## config.mk

```make
export PLATFORM = sky130hd
export DESIGN_NAME = sha256_byte_stream_hasher_top
export DESIGN_NICKNAME = d
export VERILOG_FILES = /design/src/hdl/sha256h_pkg.sv /design/src/hdl/sha256h_ctrl.sv /design/src/hdl/sha256h_datapath.sv /design/src/hdl/sha256_byte_stream_hasher_top.sv
export SDC_FILE = /design/constraint.sdc
export NUM_CORES = 2
export LEC_CHECK = 0
export CORE_MARGIN = 2
export CORE_UTILIZATION = 35
export DETAILED_ROUTE_END_ITERATION = 8
export DONT_BUFFER_PORTS = 1
export PLACE_DENSITY = 0.47
export SLEW_MARGIN = 20
export SYNTH_ARGS = -nofsm -noshare
export SYNTH_HDL_FRONTEND = slang
export SYNTH_SLANG_ARGS = --single-unit
```

## constraint.sdc

```tcl
create_clock -name clock -period 64.5 [get_ports clock]
set_input_delay 12.9 -clock clock [delete_from_list [all_inputs] [get_ports clock]]
set_output_delay 12.9 -clock clock [all_outputs]
set_load 0.01 [all_outputs]
```

## src/hdl/sha256h_pkg.sv

```systemverilog
// Shared types, constants and round functions of the SHA-256 byte stream hasher.
// Depends on nothing. Every other file refers to it by scoped names.
`default_nettype none

package sha256h_pkg;

   // One input item: a data byte or a finish command.
   typedef struct packed {
      logic       kind;
      logic [7:0] data_byte;
   } req_type;

   // One result item: a digest word and its position.
   typedef struct packed {
      logic [31:0] digest_word;
      logic [2:0]  word_index;
      logic        last_word;
   } rsp_type;

   localparam logic KIND_DATA   = 1'b0;
   localparam logic KIND_FINISH = 1'b1;

   // Source of the byte pushed into the block buffer.
   localparam logic [1:0] BSEL_DATA = 2'd0;
   localparam logic [1:0] BSEL_PAD  = 2'd1;
   localparam logic [1:0] BSEL_ZERO = 2'd2;
   localparam logic [1:0] BSEL_LEN  = 2'd3;

   localparam logic [7:0] PAD_BYTE = 8'h80;

   localparam logic [5:0] FILL_LAST    = 6'd63;  // push that completes the block
   localparam logic [5:0] FILL_PRE_LEN = 6'd55;  // push that leaves room for the length
   localparam logic [5:0] ROUND_LAST   = 6'd63;
   localparam logic [2:0] WORD_LAST    = 3'd7;
   localparam logic [3:0] DIGEST_WORDS = 4'd8;

   // Controller to datapath.
   typedef struct packed {
      logic       push;       // shift one byte into the block buffer
      logic [1:0] byte_sel;
      logic       comp_init;  // load working variables from the chaining hash
      logic       round_en;   // run one compression round
      logic       hash_upd;   // fold working variables into the chaining hash
      logic       emit;       // move the digest to the output, restart the message
   } cmd_type;

   // Datapath to controller.
   typedef struct packed {
      logic [5:0] fill;
      logic       round_last;
      logic       out_busy;
   } sts_type;

   localparam logic [31:0] INIT_HASH [8] = '{
      32'h6a09e667, 32'hbb67ae85, 32'h3c6ef372, 32'ha54ff53a,
      32'h510e527f, 32'h9b05688c, 32'h1f83d9ab, 32'h5be0cd19
   };

   localparam logic [31:0] ROUND_K [64] = '{
      32'h428a2f98, 32'h71374491, 32'hb5c0fbcf, 32'he9b5dba5,
      32'h3956c25b, 32'h59f111f1, 32'h923f82a4, 32'hab1c5ed5,
      32'hd807aa98, 32'h12835b01, 32'h243185be, 32'h550c7dc3,
      32'h72be5d74, 32'h80deb1fe, 32'h9bdc06a7, 32'hc19bf174,
      32'he49b69c1, 32'hefbe4786, 32'h0fc19dc6, 32'h240ca1cc,
      32'h2de92c6f, 32'h4a7484aa, 32'h5cb0a9dc, 32'h76f988da,
      32'h983e5152, 32'ha831c66d, 32'hb00327c8, 32'hbf597fc7,
      32'hc6e00bf3, 32'hd5a79147, 32'h06ca6351, 32'h14292967,
      32'h27b70a85, 32'h2e1b2138, 32'h4d2c6dfc, 32'h53380d13,
      32'h650a7354, 32'h766a0abb, 32'h81c2c92e, 32'h92722c85,
      32'ha2bfe8a1, 32'ha81a664b, 32'hc24b8b70, 32'hc76c51a3,
      32'hd192e819, 32'hd6990624, 32'hf40e3585, 32'h106aa070,
      32'h19a4c116, 32'h1e376c08, 32'h2748774c, 32'h34b0bcb5,
      32'h391c0cb3, 32'h4ed8aa4a, 32'h5b9cca4f, 32'h682e6ff3,
      32'h748f82ee, 32'h78a5636f, 32'h84c87814, 32'h8cc70208,
      32'h90befffa, 32'ha4506ceb, 32'hbef9a3f7, 32'hc67178f2
   };

   function automatic logic [31:0] big_sigma0(input logic [31:0] x);
      return {x[1:0], x[31:2]} ^ {x[12:0], x[31:13]} ^ {x[21:0], x[31:22]};
   endfunction

   function automatic logic [31:0] big_sigma1(input logic [31:0] x);
      return {x[5:0], x[31:6]} ^ {x[10:0], x[31:11]} ^ {x[24:0], x[31:25]};
   endfunction

   function automatic logic [31:0] small_sigma0(input logic [31:0] x);
      return {x[6:0], x[31:7]} ^ {x[17:0], x[31:18]} ^ {3'b000, x[31:3]};
   endfunction

   function automatic logic [31:0] small_sigma1(input logic [31:0] x);
      return {x[16:0], x[31:17]} ^ {x[18:0], x[31:19]} ^ {10'b0, x[31:10]};
   endfunction

endpackage

`default_nettype wire

```

## src/hdl/sha256h_ctrl.sv

```systemverilog
// Sequencer of the SHA-256 hasher: byte intake, padding, compression steps, digest emit.
// Depends on sha256h_pkg; drives sha256h_datapath through cmd_type, reads sts_type.
`default_nettype none

module sha256h_ctrl (
   input  wire logic                 clock,
   input  wire logic                 reset,
   input  wire logic                 req_valid,
   input  wire logic                 req_kind,
   output logic                      req_stall,
   output sha256h_pkg::cmd_type      cmd,
   input  wire sha256h_pkg::sts_type sts
);

   localparam logic [2:0] ST_IDLE  = 3'd0;
   localparam logic [2:0] ST_PADZ  = 3'd1;
   localparam logic [2:0] ST_PADL  = 3'd2;
   localparam logic [2:0] ST_INIT  = 3'd3;
   localparam logic [2:0] ST_ROUND = 3'd4;
   localparam logic [2:0] ST_UPD   = 3'd5;
   localparam logic [2:0] ST_EMIT  = 3'd6;

   logic [2:0] state_ff, state_in;
   logic       fin_ff, fin_in;    // finish in progress
   logic       tail_ff, tail_in;  // running compression holds the length
   logic       accept;

   // finish waits until the previous digest has drained
   assign req_stall = (state_ff != ST_IDLE) ||
                      (req_kind == sha256h_pkg::KIND_FINISH && sts.out_busy);
   assign accept    = req_valid && !req_stall;

   always_comb begin
      cmd      = '0;
      state_in = state_ff;
      fin_in   = fin_ff;
      tail_in  = tail_ff;
      unique case (state_ff)
         ST_IDLE: begin
            if (accept) begin
               cmd.push = 1'b1;
               if (req_kind == sha256h_pkg::KIND_FINISH) begin
                  cmd.byte_sel = sha256h_pkg::BSEL_PAD;
                  fin_in       = 1'b1;
                  priority if (sts.fill == sha256h_pkg::FILL_LAST) state_in = ST_INIT;
                  else if (sts.fill == sha256h_pkg::FILL_PRE_LEN)  state_in = ST_PADL;
                  else                                              state_in = ST_PADZ;
               end else begin
                  cmd.byte_sel = sha256h_pkg::BSEL_DATA;
                  if (sts.fill == sha256h_pkg::FILL_LAST) state_in = ST_INIT;
               end
            end
         end
         ST_PADZ: begin
            cmd.push     = 1'b1;
            cmd.byte_sel = sha256h_pkg::BSEL_ZERO;
            priority if (sts.fill == sha256h_pkg::FILL_LAST) state_in = ST_INIT;
            else if (sts.fill == sha256h_pkg::FILL_PRE_LEN)  state_in = ST_PADL;
            else                                              state_in = ST_PADZ;
         end
         ST_PADL: begin
            cmd.push     = 1'b1;
            cmd.byte_sel = sha256h_pkg::BSEL_LEN;
            if (sts.fill == sha256h_pkg::FILL_LAST) begin
               tail_in  = 1'b1;
               state_in = ST_INIT;
            end
         end
         ST_INIT: begin
            cmd.comp_init = 1'b1;
            state_in      = ST_ROUND;
         end
         ST_ROUND: begin
            cmd.round_en = 1'b1;
            if (sts.round_last) state_in = ST_UPD;
         end
         ST_UPD: begin
            cmd.hash_upd = 1'b1;
            priority if (tail_ff) state_in = ST_EMIT;
            else if (fin_ff)      state_in = ST_PADZ;
            else                  state_in = ST_IDLE;
         end
         ST_EMIT: begin
            cmd.emit = 1'b1;
            fin_in   = 1'b0;
            tail_in  = 1'b0;
            state_in = ST_IDLE;
         end
         default: begin
            state_in = ST_IDLE;
            fin_in   = 1'b0;
            tail_in  = 1'b0;
         end
      endcase
   end

   always_ff @(posedge clock) begin
      if (reset) begin
         state_ff <= ST_IDLE;
         fin_ff   <= 1'b0;
         tail_ff  <= 1'b0;
      end else begin
         state_ff <= state_in;
         fin_ff   <= fin_in;
         tail_ff  <= tail_in;
      end
   end

endmodule

`default_nettype wire

```

## src/hdl/sha256h_datapath.sv

```systemverilog
// Datapath of the SHA-256 hasher: block shift line, message schedule, round logic,
// chaining hash, bit count and the digest output register. Depends on sha256h_pkg.
`default_nettype none

module sha256h_datapath (
   input  wire logic                 clock,
   input  wire logic                 reset,
   input  wire sha256h_pkg::cmd_type cmd,
   output sha256h_pkg::sts_type      sts,
   input  wire logic [7:0]           in_byte,
   output logic                      rsp_valid,
   input  wire logic                 rsp_stall,
   output sha256h_pkg::rsp_type      rsp_data
);

   // Block buffer and schedule window share one shift line; word 0 sits in the top bits.
   logic [511:0] blk_ff, blk_in;
   logic [5:0]   fill_ff, fill_in;
   logic [63:0]  bits_ff, bits_in;
   logic [5:0]   rnd_ff, rnd_in;
   logic [31:0]  wk_ff [8];
   logic [31:0]  wk_in [8];
   logic [31:0]  hash_ff [8];
   logic [31:0]  hash_in [8];
   logic [31:0]  dig_ff [8];
   logic [31:0]  dig_in [8];
   logic [2:0]   idx_ff, idx_in;
   logic [3:0]   left_ff, left_in;

   logic [7:0]   push_byte;
   logic [31:0]  w_cur, w_new, t1, t2, ch, maj;
   logic         rsp_take;

   always_comb begin
      unique case (cmd.byte_sel)
         sha256h_pkg::BSEL_DATA: push_byte = in_byte;
         sha256h_pkg::BSEL_PAD:  push_byte = sha256h_pkg::PAD_BYTE;
         sha256h_pkg::BSEL_ZERO: push_byte = 8'h00;
         sha256h_pkg::BSEL_LEN:  push_byte = bits_ff[63:56];
         default:                push_byte = 8'h00;
      endcase
   end

   // schedule taps: W[t-16], W[t-15], W[t-7], W[t-2]
   assign w_cur = blk_ff[511:480];
   assign w_new = w_cur + sha256h_pkg::small_sigma0(blk_ff[479:448]) + blk_ff[223:192]
                  + sha256h_pkg::small_sigma1(blk_ff[63:32]);

   assign ch  = (wk_ff[4] & wk_ff[5]) ^ (~wk_ff[4] & wk_ff[6]);
   assign maj = (wk_ff[0] & wk_ff[1]) ^ (wk_ff[0] & wk_ff[2]) ^ (wk_ff[1] & wk_ff[2]);
   assign t1  = wk_ff[7] + sha256h_pkg::big_sigma1(wk_ff[4]) + ch
                + sha256h_pkg::ROUND_K[rnd_ff] + w_cur;
   assign t2  = sha256h_pkg::big_sigma0(wk_ff[0]) + maj;

   assign rsp_take = rsp_valid && !rsp_stall;

   always_comb begin
      blk_in  = blk_ff;
      fill_in = fill_ff;
      bits_in = bits_ff;
      rnd_in  = rnd_ff;
      idx_in  = idx_ff;
      left_in = left_ff;
      for (int i = 0; i < 8; i++) begin
         wk_in[i]   = wk_ff[i];
         hash_in[i] = hash_ff[i];
         dig_in[i]  = dig_ff[i];
      end

      if (cmd.push) begin
         blk_in  = {blk_ff[503:0], push_byte};
         fill_in = fill_ff + 6'd1;
         if (cmd.byte_sel == sha256h_pkg::BSEL_DATA) bits_in = bits_ff + 64'd8;
         if (cmd.byte_sel == sha256h_pkg::BSEL_LEN)  bits_in = {bits_ff[55:0], 8'h00};
      end

      if (cmd.comp_init) begin
         rnd_in = '0;
         for (int i = 0; i < 8; i++) wk_in[i] = hash_ff[i];
      end

      if (cmd.round_en) begin
         blk_in   = {blk_ff[479:0], w_new};
         rnd_in   = rnd_ff + 6'd1;
         wk_in[7] = wk_ff[6];
         wk_in[6] = wk_ff[5];
         wk_in[5] = wk_ff[4];
         wk_in[4] = wk_ff[3] + t1;
         wk_in[3] = wk_ff[2];
         wk_in[2] = wk_ff[1];
         wk_in[1] = wk_ff[0];
         wk_in[0] = t1 + t2;
      end

      if (cmd.hash_upd) begin
         for (int i = 0; i < 8; i++) hash_in[i] = hash_ff[i] + wk_ff[i];
      end

      // emit only happens with the output drained, so it never meets a take
      if (cmd.emit) begin
         for (int i = 0; i < 8; i++) begin
            dig_in[i]  = hash_ff[i];
            hash_in[i] = sha256h_pkg::INIT_HASH[i];
         end
         idx_in  = '0;
         left_in = sha256h_pkg::DIGEST_WORDS;
      end else if (rsp_take) begin
         for (int i = 0; i < 7; i++) dig_in[i] = dig_ff[i + 1];
         idx_in  = idx_ff + 3'd1;
         left_in = left_ff - 4'd1;
      end
   end

   always_ff @(posedge clock) begin
      if (reset) begin
         fill_ff <= '0;
         bits_ff <= '0;
         left_ff <= '0;
         idx_ff  <= '0;
         for (int i = 0; i < 8; i++) hash_ff[i] <= sha256h_pkg::INIT_HASH[i];
      end else begin
         fill_ff <= fill_in;
         bits_ff <= bits_in;
         left_ff <= left_in;
         idx_ff  <= idx_in;
         hash_ff <= hash_in;
      end
   end

   always_ff @(posedge clock) begin
      blk_ff <= blk_in;
      rnd_ff <= rnd_in;
      wk_ff  <= wk_in;
      dig_ff <= dig_in;
   end

   assign sts.fill       = fill_ff;
   assign sts.round_last = (rnd_ff == sha256h_pkg::ROUND_LAST);
   assign sts.out_busy   = (left_ff != 4'd0);

   assign rsp_valid            = sts.out_busy;
   assign rsp_data.digest_word = dig_ff[0];
   assign rsp_data.word_index  = idx_ff;
   assign rsp_data.last_word   = (idx_ff == sha256h_pkg::WORD_LAST);

endmodule

`default_nettype wire

```

## src/hdl/sha256_byte_stream_hasher_top.sv

```systemverilog
// SHA-256 byte stream hasher: a data byte is shifted in when taken; the 64th byte of a block adds a
// compression (load, 64 rounds at one per cycle, hash update) before the next item is taken.
// A finish item pushes padding one byte per cycle (up to 72), runs one or two compressions,
// then puts 8 digest words out, one per cycle when not stalled.
// Synchronous active-high reset restores the initial hash, zero count and empty output.
`default_nettype none

module sha256_byte_stream_hasher_top (
   input  wire logic                 clock,
   input  wire logic                 reset,
   input  wire logic                 req_valid,
   output logic                      req_stall,
   input  wire sha256h_pkg::req_type req_data,
   output logic                      rsp_valid,
   input  wire logic                 rsp_stall,
   output sha256h_pkg::rsp_type      rsp_data
);

   // Controller and datapath talk only through these two structs.
   sha256h_pkg::cmd_type cmd;
   sha256h_pkg::sts_type sts;

   // The controller accepts items in its idle state only. Data bytes may come in while
   // the previous digest still drains from the output register; a finish item waits
   // until the last digest word has been taken.
   sha256h_ctrl u_ctrl (
      .clock     (clock),
      .reset     (reset),
      .req_valid (req_valid),
      .req_kind  (req_data.kind),
      .req_stall (req_stall),
      .cmd       (cmd),
      .sts       (sts)
   );

   // Datapath: the 512-bit shift line takes bytes, then doubles as the 16-word
   // schedule window during the rounds. The digest is copied into its own output
   // register so the chaining hash restarts at once for the next message.
   sha256h_datapath u_dp (
      .clock     (clock),
      .reset     (reset),
      .cmd       (cmd),
      .sts       (sts),
      .in_byte   (req_data.data_byte),
      .rsp_valid (rsp_valid),
      .rsp_stall (rsp_stall),
      .rsp_data  (rsp_data)
   );

endmodule

`default_nettype wire

```

Yosys cells after proc, flatten, opt, wreduce, memory -nomap -nowiden
Memory sizes are Yosys's and may differ from the RTL's.
Index checks and enable logic that the tools add are counted.
W data, S select, Z words.
{ "op_classes": {"add_sub_neg": 23, "mul": 0, "div_mod_pow": 0, "magnitude_cmp": 1, "n_eq_ne": 17, "shift": 0, "mux": 36, "bitwise": 20, "n_reduce_logical": 21} }
{ "ops": {"columns": ["op", "count"], "rows": [
  ["$mux W512", 2],
  ["$add A32 B32 Y32", 18],
  ["$mux W256", 2],
  ["$mux W224", 2],
  ["$xor A32 B32 Y32", 9],
  ["$and A32 B32 Y32", 5],
  ["$mux W64", 2],
  ["$add A64 B4 Y64 const B", 1],
  ["$mux W32", 2],
  ["$not A32 Y32", 1],
  ["$pmux W8 S4", 1],
  ["$xor A32 B22 Y32", 1],
  ["$xor A32 B29 Y32", 1],
  ["$mux W3", 7],
  ["$eq A6 B6 Y1 const B", 3],
  ["$pmux W3 S6", 1],
  ["$add A6 B1 Y6 const B", 2],
  ["$eq A3 B3 Y1 const B", 4],
  ["$mux W6", 2],
  ["$reduce_or A5 Y1", 2],
  ["$mux W1", 9],
  ["$pmux W3 S3", 1],
  ["$mux W4", 2],
  ["$reduce_bool A2 Y1", 4],
  ["other kinds (23)", 34]
]} }
{ "totals": {"regBits": 1368, "latchBits": 0, "mem_bits_rw": 0, "mem_bits_ro": 2048, "output_inout_bits": 38, "elab_cells": 153, "memories": 1} }
{ "memory_table": {"columns": ["memory", "words", "word_bits", "rd", "rd_ports_with_merged_regs", "wr", "line_no", "source"], "rows": [
  ["(no name shown)", 64, 32, 1, 0, 0, "sha256h_datapath.sv:52", "+ sha256h_pkg::ROUND_K[rnd_ff] + w_cur;"]
]} }

Depth between registers and ports, before layout
{ "depth": {"word_depth": 11, "mapped_depth": 39} }

Modules after synthesis
A second synthesis with hierarchy kept.
{ "unflattened": {"hier_cells": 7611, "hier_area_um2": 83949.3} }
{ "by_module_without_submodules": {"columns": ["module", "n_inst", "cells_per_inst", "area_each_um2", "seq_area_each_um2"], "rows": [
  ["sha256h_datapath", 1, 7561, 83557.6, 37536.0],
  ["sha256h_ctrl", 1, 50, 391.6, 100.1]
]} }

Least setup slack after synthesis
No wires, ideal clock.
{ "synth_timing": {"kind": "input -> output", "start": "in req_data[8] in the netlist's numbering", "end": "out req_stall", "arrival_ns": 13.701, "setup_slack_ns": 37.899, "stages": 2, "cell_sequence": "a2111oi_0 inv_1"} }
{ "synth_between": {"elab_chain_len": 2} }
{ "synth_rtl": {"columns": ["item", "line_no", "source"], "rows": [
  ["start, declared", "sha256_byte_stream_hasher_top.sv:13", "input wire sha256h_pkg::req_type req_data,"],
  ["$logic_and A1 B1 Y1", "sha256h_ctrl.sv:30", "(req_kind == sha256h_pkg::KIND_FINISH && sts.out_busy);"],
  ["$logic_or A1 B1 Y1", "sha256h_ctrl.sv:29", "assign req_stall = (state_ff != ST_IDLE) ||"],
  ["end, declared", "sha256_byte_stream_hasher_top.sv:12", "output logic req_stall,"]
]} }
No other way between the ends.

Worst setup path after layout
Ends and elaborated chain as after synthesis.

==> results.md <==
* Reg2reg setup slack at 52.74 ns
* Mux share of post-synthesis cell area at 0.00885
* DRT Pass-1 Iters at 6
* Combinational share of power at 0.453
* Post-Synth Simple-Gate Area at 0.198
* Initial antenna violation count at 9
* Reg-to-Reg End: u_dp.wk_ff[254]
* Critical path endpoint category: output port
* MaxCap Viol Count at 0
* Tot GR Track Use at 0.227
* Switch Pwr at 0.00173 W
* CTS Buf Count at 166
* CP required at 51.60 ns
* Clk pwr share at 0.228
* Outcome: finished clean
* FFs w/ async S/R, synth at 0
* Synth Area in Compound Gates at 0.131
* Clk pin slew, worst setup/hold paths at 0.06 ns
* Die area at 242000 um2
* # clock sinks at 1365
* Maximum buffer depth of the clock tree at 3
* Leakage at 37.4 nW
* R2r startpoint: u_dp.rnd_ff[0]
* Post-synth EDFFs at 1030
* Sequential fraction of the synthesis area at 0.451
* Crit-path max cell delay at 0.78 ns
* WHS Endpoint: u_ctrl.fin_ff
* Max transition margin at 0.195
* Final WL at 282000 um
* First-pass GRT wire length at 418000 um
* Worst-case reg-to-reg path depth at 34
* Worst slew pin tran at 1.21 ns
* Cell Count, Final, Fillers Out at 12300
* Final hold vios at 0
* DR WL/cell at 22.9 um
* Total core area at 237000 um2
* Detailed-route via count at 65200
* Period utilization at 0.415
* CTS tree: yes
* Crit path cell chain: a2111oi_0 > inv_1
* Internal power at 0.00243 W
* I/O pin count at 51
* DPL Wire Length at 198000 um
* Resize count post-CTS at 0
* Max Slew Vio Count at 0
* Power Density at 45.5 nW/um2
* Die height at 492 um
* Synth Register Bits at 1365
* Grt total ovfl at 0
* VDD IR max at 0.0730 mV
* Die X at 492 um
* Antenna Nets Post-Route at 0
* Adder-cell share of the synthesized area at 0.110
* CP Launch Type: input port
* First DRT Iteration DRCs at 5808
* Buf/Inv on CP at 1
* Post-Syn Nets at 9912
* Post-CTS Hold Buffers at 0
* Worst min path class: reg2reg
* Final setup vio count at 0
* Worst Path Arrival at 13.90 ns
* Post-Route Skew at 0.0806 ns
* Worst skew pair latency at 0.88 ns
* Mean Syn Cell Area at 8.96 um2
* # DRC at 0
* Number of library cell types mapped by synthesis at 86
* Family with the most delay on the worst path: compound AO/OA/AOI/OAI gates
* Shortest period the worst path allows at 26.80 ns
* PortBufs at 0
* Post-CTS setup buffers at 0
* Proportion of power drawn by flip-flops and latches at 0.318
* Synth warn at 0
* Setup Crit Path Kind: in2out
* Dpl cells at 12000
* Final TNS setup at 0 ns
* Worst-path fanout max at 4
* Hold Startpoint: u_ctrl.fin_ff
* Critical-path top delay cell: a2111oi_0
* Layout cell share with drive strength beyond 1 at 0.0469
* CTS root buf: clkbuf_16
* Post-Synth XOR/XNOR Area at 0.0627
* CTS HTree Levels at 4
* Syn Std Cell Area at 83400 um2
* RePlAce Congestion at 0.921
* Vias per cell at 5.30
* Largest net degree at the start of global routing at 176
* Sw frac at 0.416
* Ys flop type: edfxtp_1
* Synthesis-to-layout area growth at 9.80%
* Final #Nets at 9611
* Hold depth at 2
* Cells after Synth at 9304
* Initial core utilization at 0.351
* Largest family of logic cells by synthesized area: simple AND/OR/NAND/NOR gates
* Fmax at 37.3 MHz
* Cell Rows at 179
* Vias in the first global route at 62900
* Unrepaired setup endpoints after global routing: no
## power groups by stage
stage	sequential (W)	clock, W	combinational, W
final	0.00132	0.000951	0.00189
after global routing	0.00134	0.00101	0.00207
after CTS	0.00133	0.000977	0.00189
after detailed placement	0.00134	0	0.00187
after global placement	0.00134	0	0.00186
after floorplan	0.00134	0	0.00130
## per-stage QoR
step | instance area [um2] | utilization | setup slack [ns] | hold WS [ns] | total power, W
floorplan | 83400 | - | 37.90 | 0.436 | 0.00264
global placement | 86000 | 0.362 | 37.73 | 0.442 | 0.00321
detailed placement | 86000 | 0.362 | 37.75 | 0.465 | 0.00321
CTS | 91500 | 0.386 | 37.69 | 0.476 | 0.00419
global route | 91500 | 0.386 | 37.51 | 0.489 | 0.00442
finish | 91500 | 0.386 | 37.70 | 0.478 | 0.00416
## registers in the layout, indices dropped and copies added, names as in the netlist
signal           flops
u_dp.dig_ff        224
u_dp.blk_ff        512
u_dp.rsp_data       32
u_dp.hash_ff       256
u_dp.bits_ff        61
u_ctrl.tail_ff       1
u_dp.idx_ff          3
u_dp.rnd_ff          6
u_ctrl.fin_ff        1
u_dp.fill_ff         6
u_dp.left_ff         4
u_dp.wk_ff         256
u_ctrl.state_ff      3
## synth_stat cells (all sizes together), types with 52 or more instances
| cell type | number | area, um2 |
|---|---|---|
| inv | 266 | 998 |
| nand2b | 71 | 444 |
| nand3 | 123 | 616 |
| nand2 | 3209 | 12000 |
| a211oi | 77 | 578 |
| edfxtp | 1030 | 30900 |
| nor2 | 319 | 1200 |
| o211ai | 98 | 736 |
| and3 | 55 | 344 |
| dfxtp | 335 | 6710 |
| clkbuf | 497 | 1870 |
| a21o | 198 | 1490 |
| xnor2 | 428 | 3750 |
| buf | 66 | 374 |
| o21a | 52 | 390 |
| xor2 | 169 | 1480 |
| nor3 | 72 | 370 |
| a21oi | 543 | 2720 |
| o21ai | 478 | 2400 |
| ha | 400 | 5000 |
| fa | 195 | 3900 |
| nor2b | 63 | 394 |
## worst max path at each step
stage               depth (start not counted)         from   endpoint
floorplan                                   2  req_data[8]  req_stall
global placement                            2  req_data[8]  req_stall
detailed placement                          2  req_data[8]  req_stall
CTS                                         2  req_data[8]  req_stall
global route                                2  req_data[8]  req_stall
finish                                      2  req_data[8]  req_stall
## layer usage
layer  up-vias  wire (um)  global-route usage
li1      31200          -                   -
met1     32000     128000               0.314
met2      1695     131000               0.370
met3       354      14500              0.0298
met4         0       8640              0.0692
met5         -          0                   0
## cell families after synthesis
kind of cell             count (synthesis)
AO/OA/AOI/OAI                         1760
adder cells (fa/ha/maj)                619
XOR/XNOR                               597
buffers and inverters                  831
multiplexers                            58
flip-flops                            1365
AND/OR/NAND/NOR                       4074
## layout make-up
type | instances | area [um2]
antenna | 2 | 5.00
clock buffer | 219 | 4500
clock inverter | 93 | 1020
fill | 24100 | 146000
inverter | 268 | 1010
multi-input combinational | 7108 | 42600
sequential | 1365 | 37600
tap | 3167 | 3960
timing repair buffer | 94 | 806
## cells in the final DEF, fill, tap and decap left out, types with 195 or more instances in the layout
| cell | instances |
|---|---|
| edfxtp_1 | 1030 |
| dfxtp_1 | 335 |
| nor2_1 | 314 |
| o21ai_0 | 469 |
| xnor2_1 | 427 |
| a21oi_1 | 542 |
| ha_1 | 399 |
| fa_1 | 195 |
| nand2_1 | 3206 |
| inv_1 | 265 |
| a21o_1 | 198 |
Power figures use the tool's default switching activity.
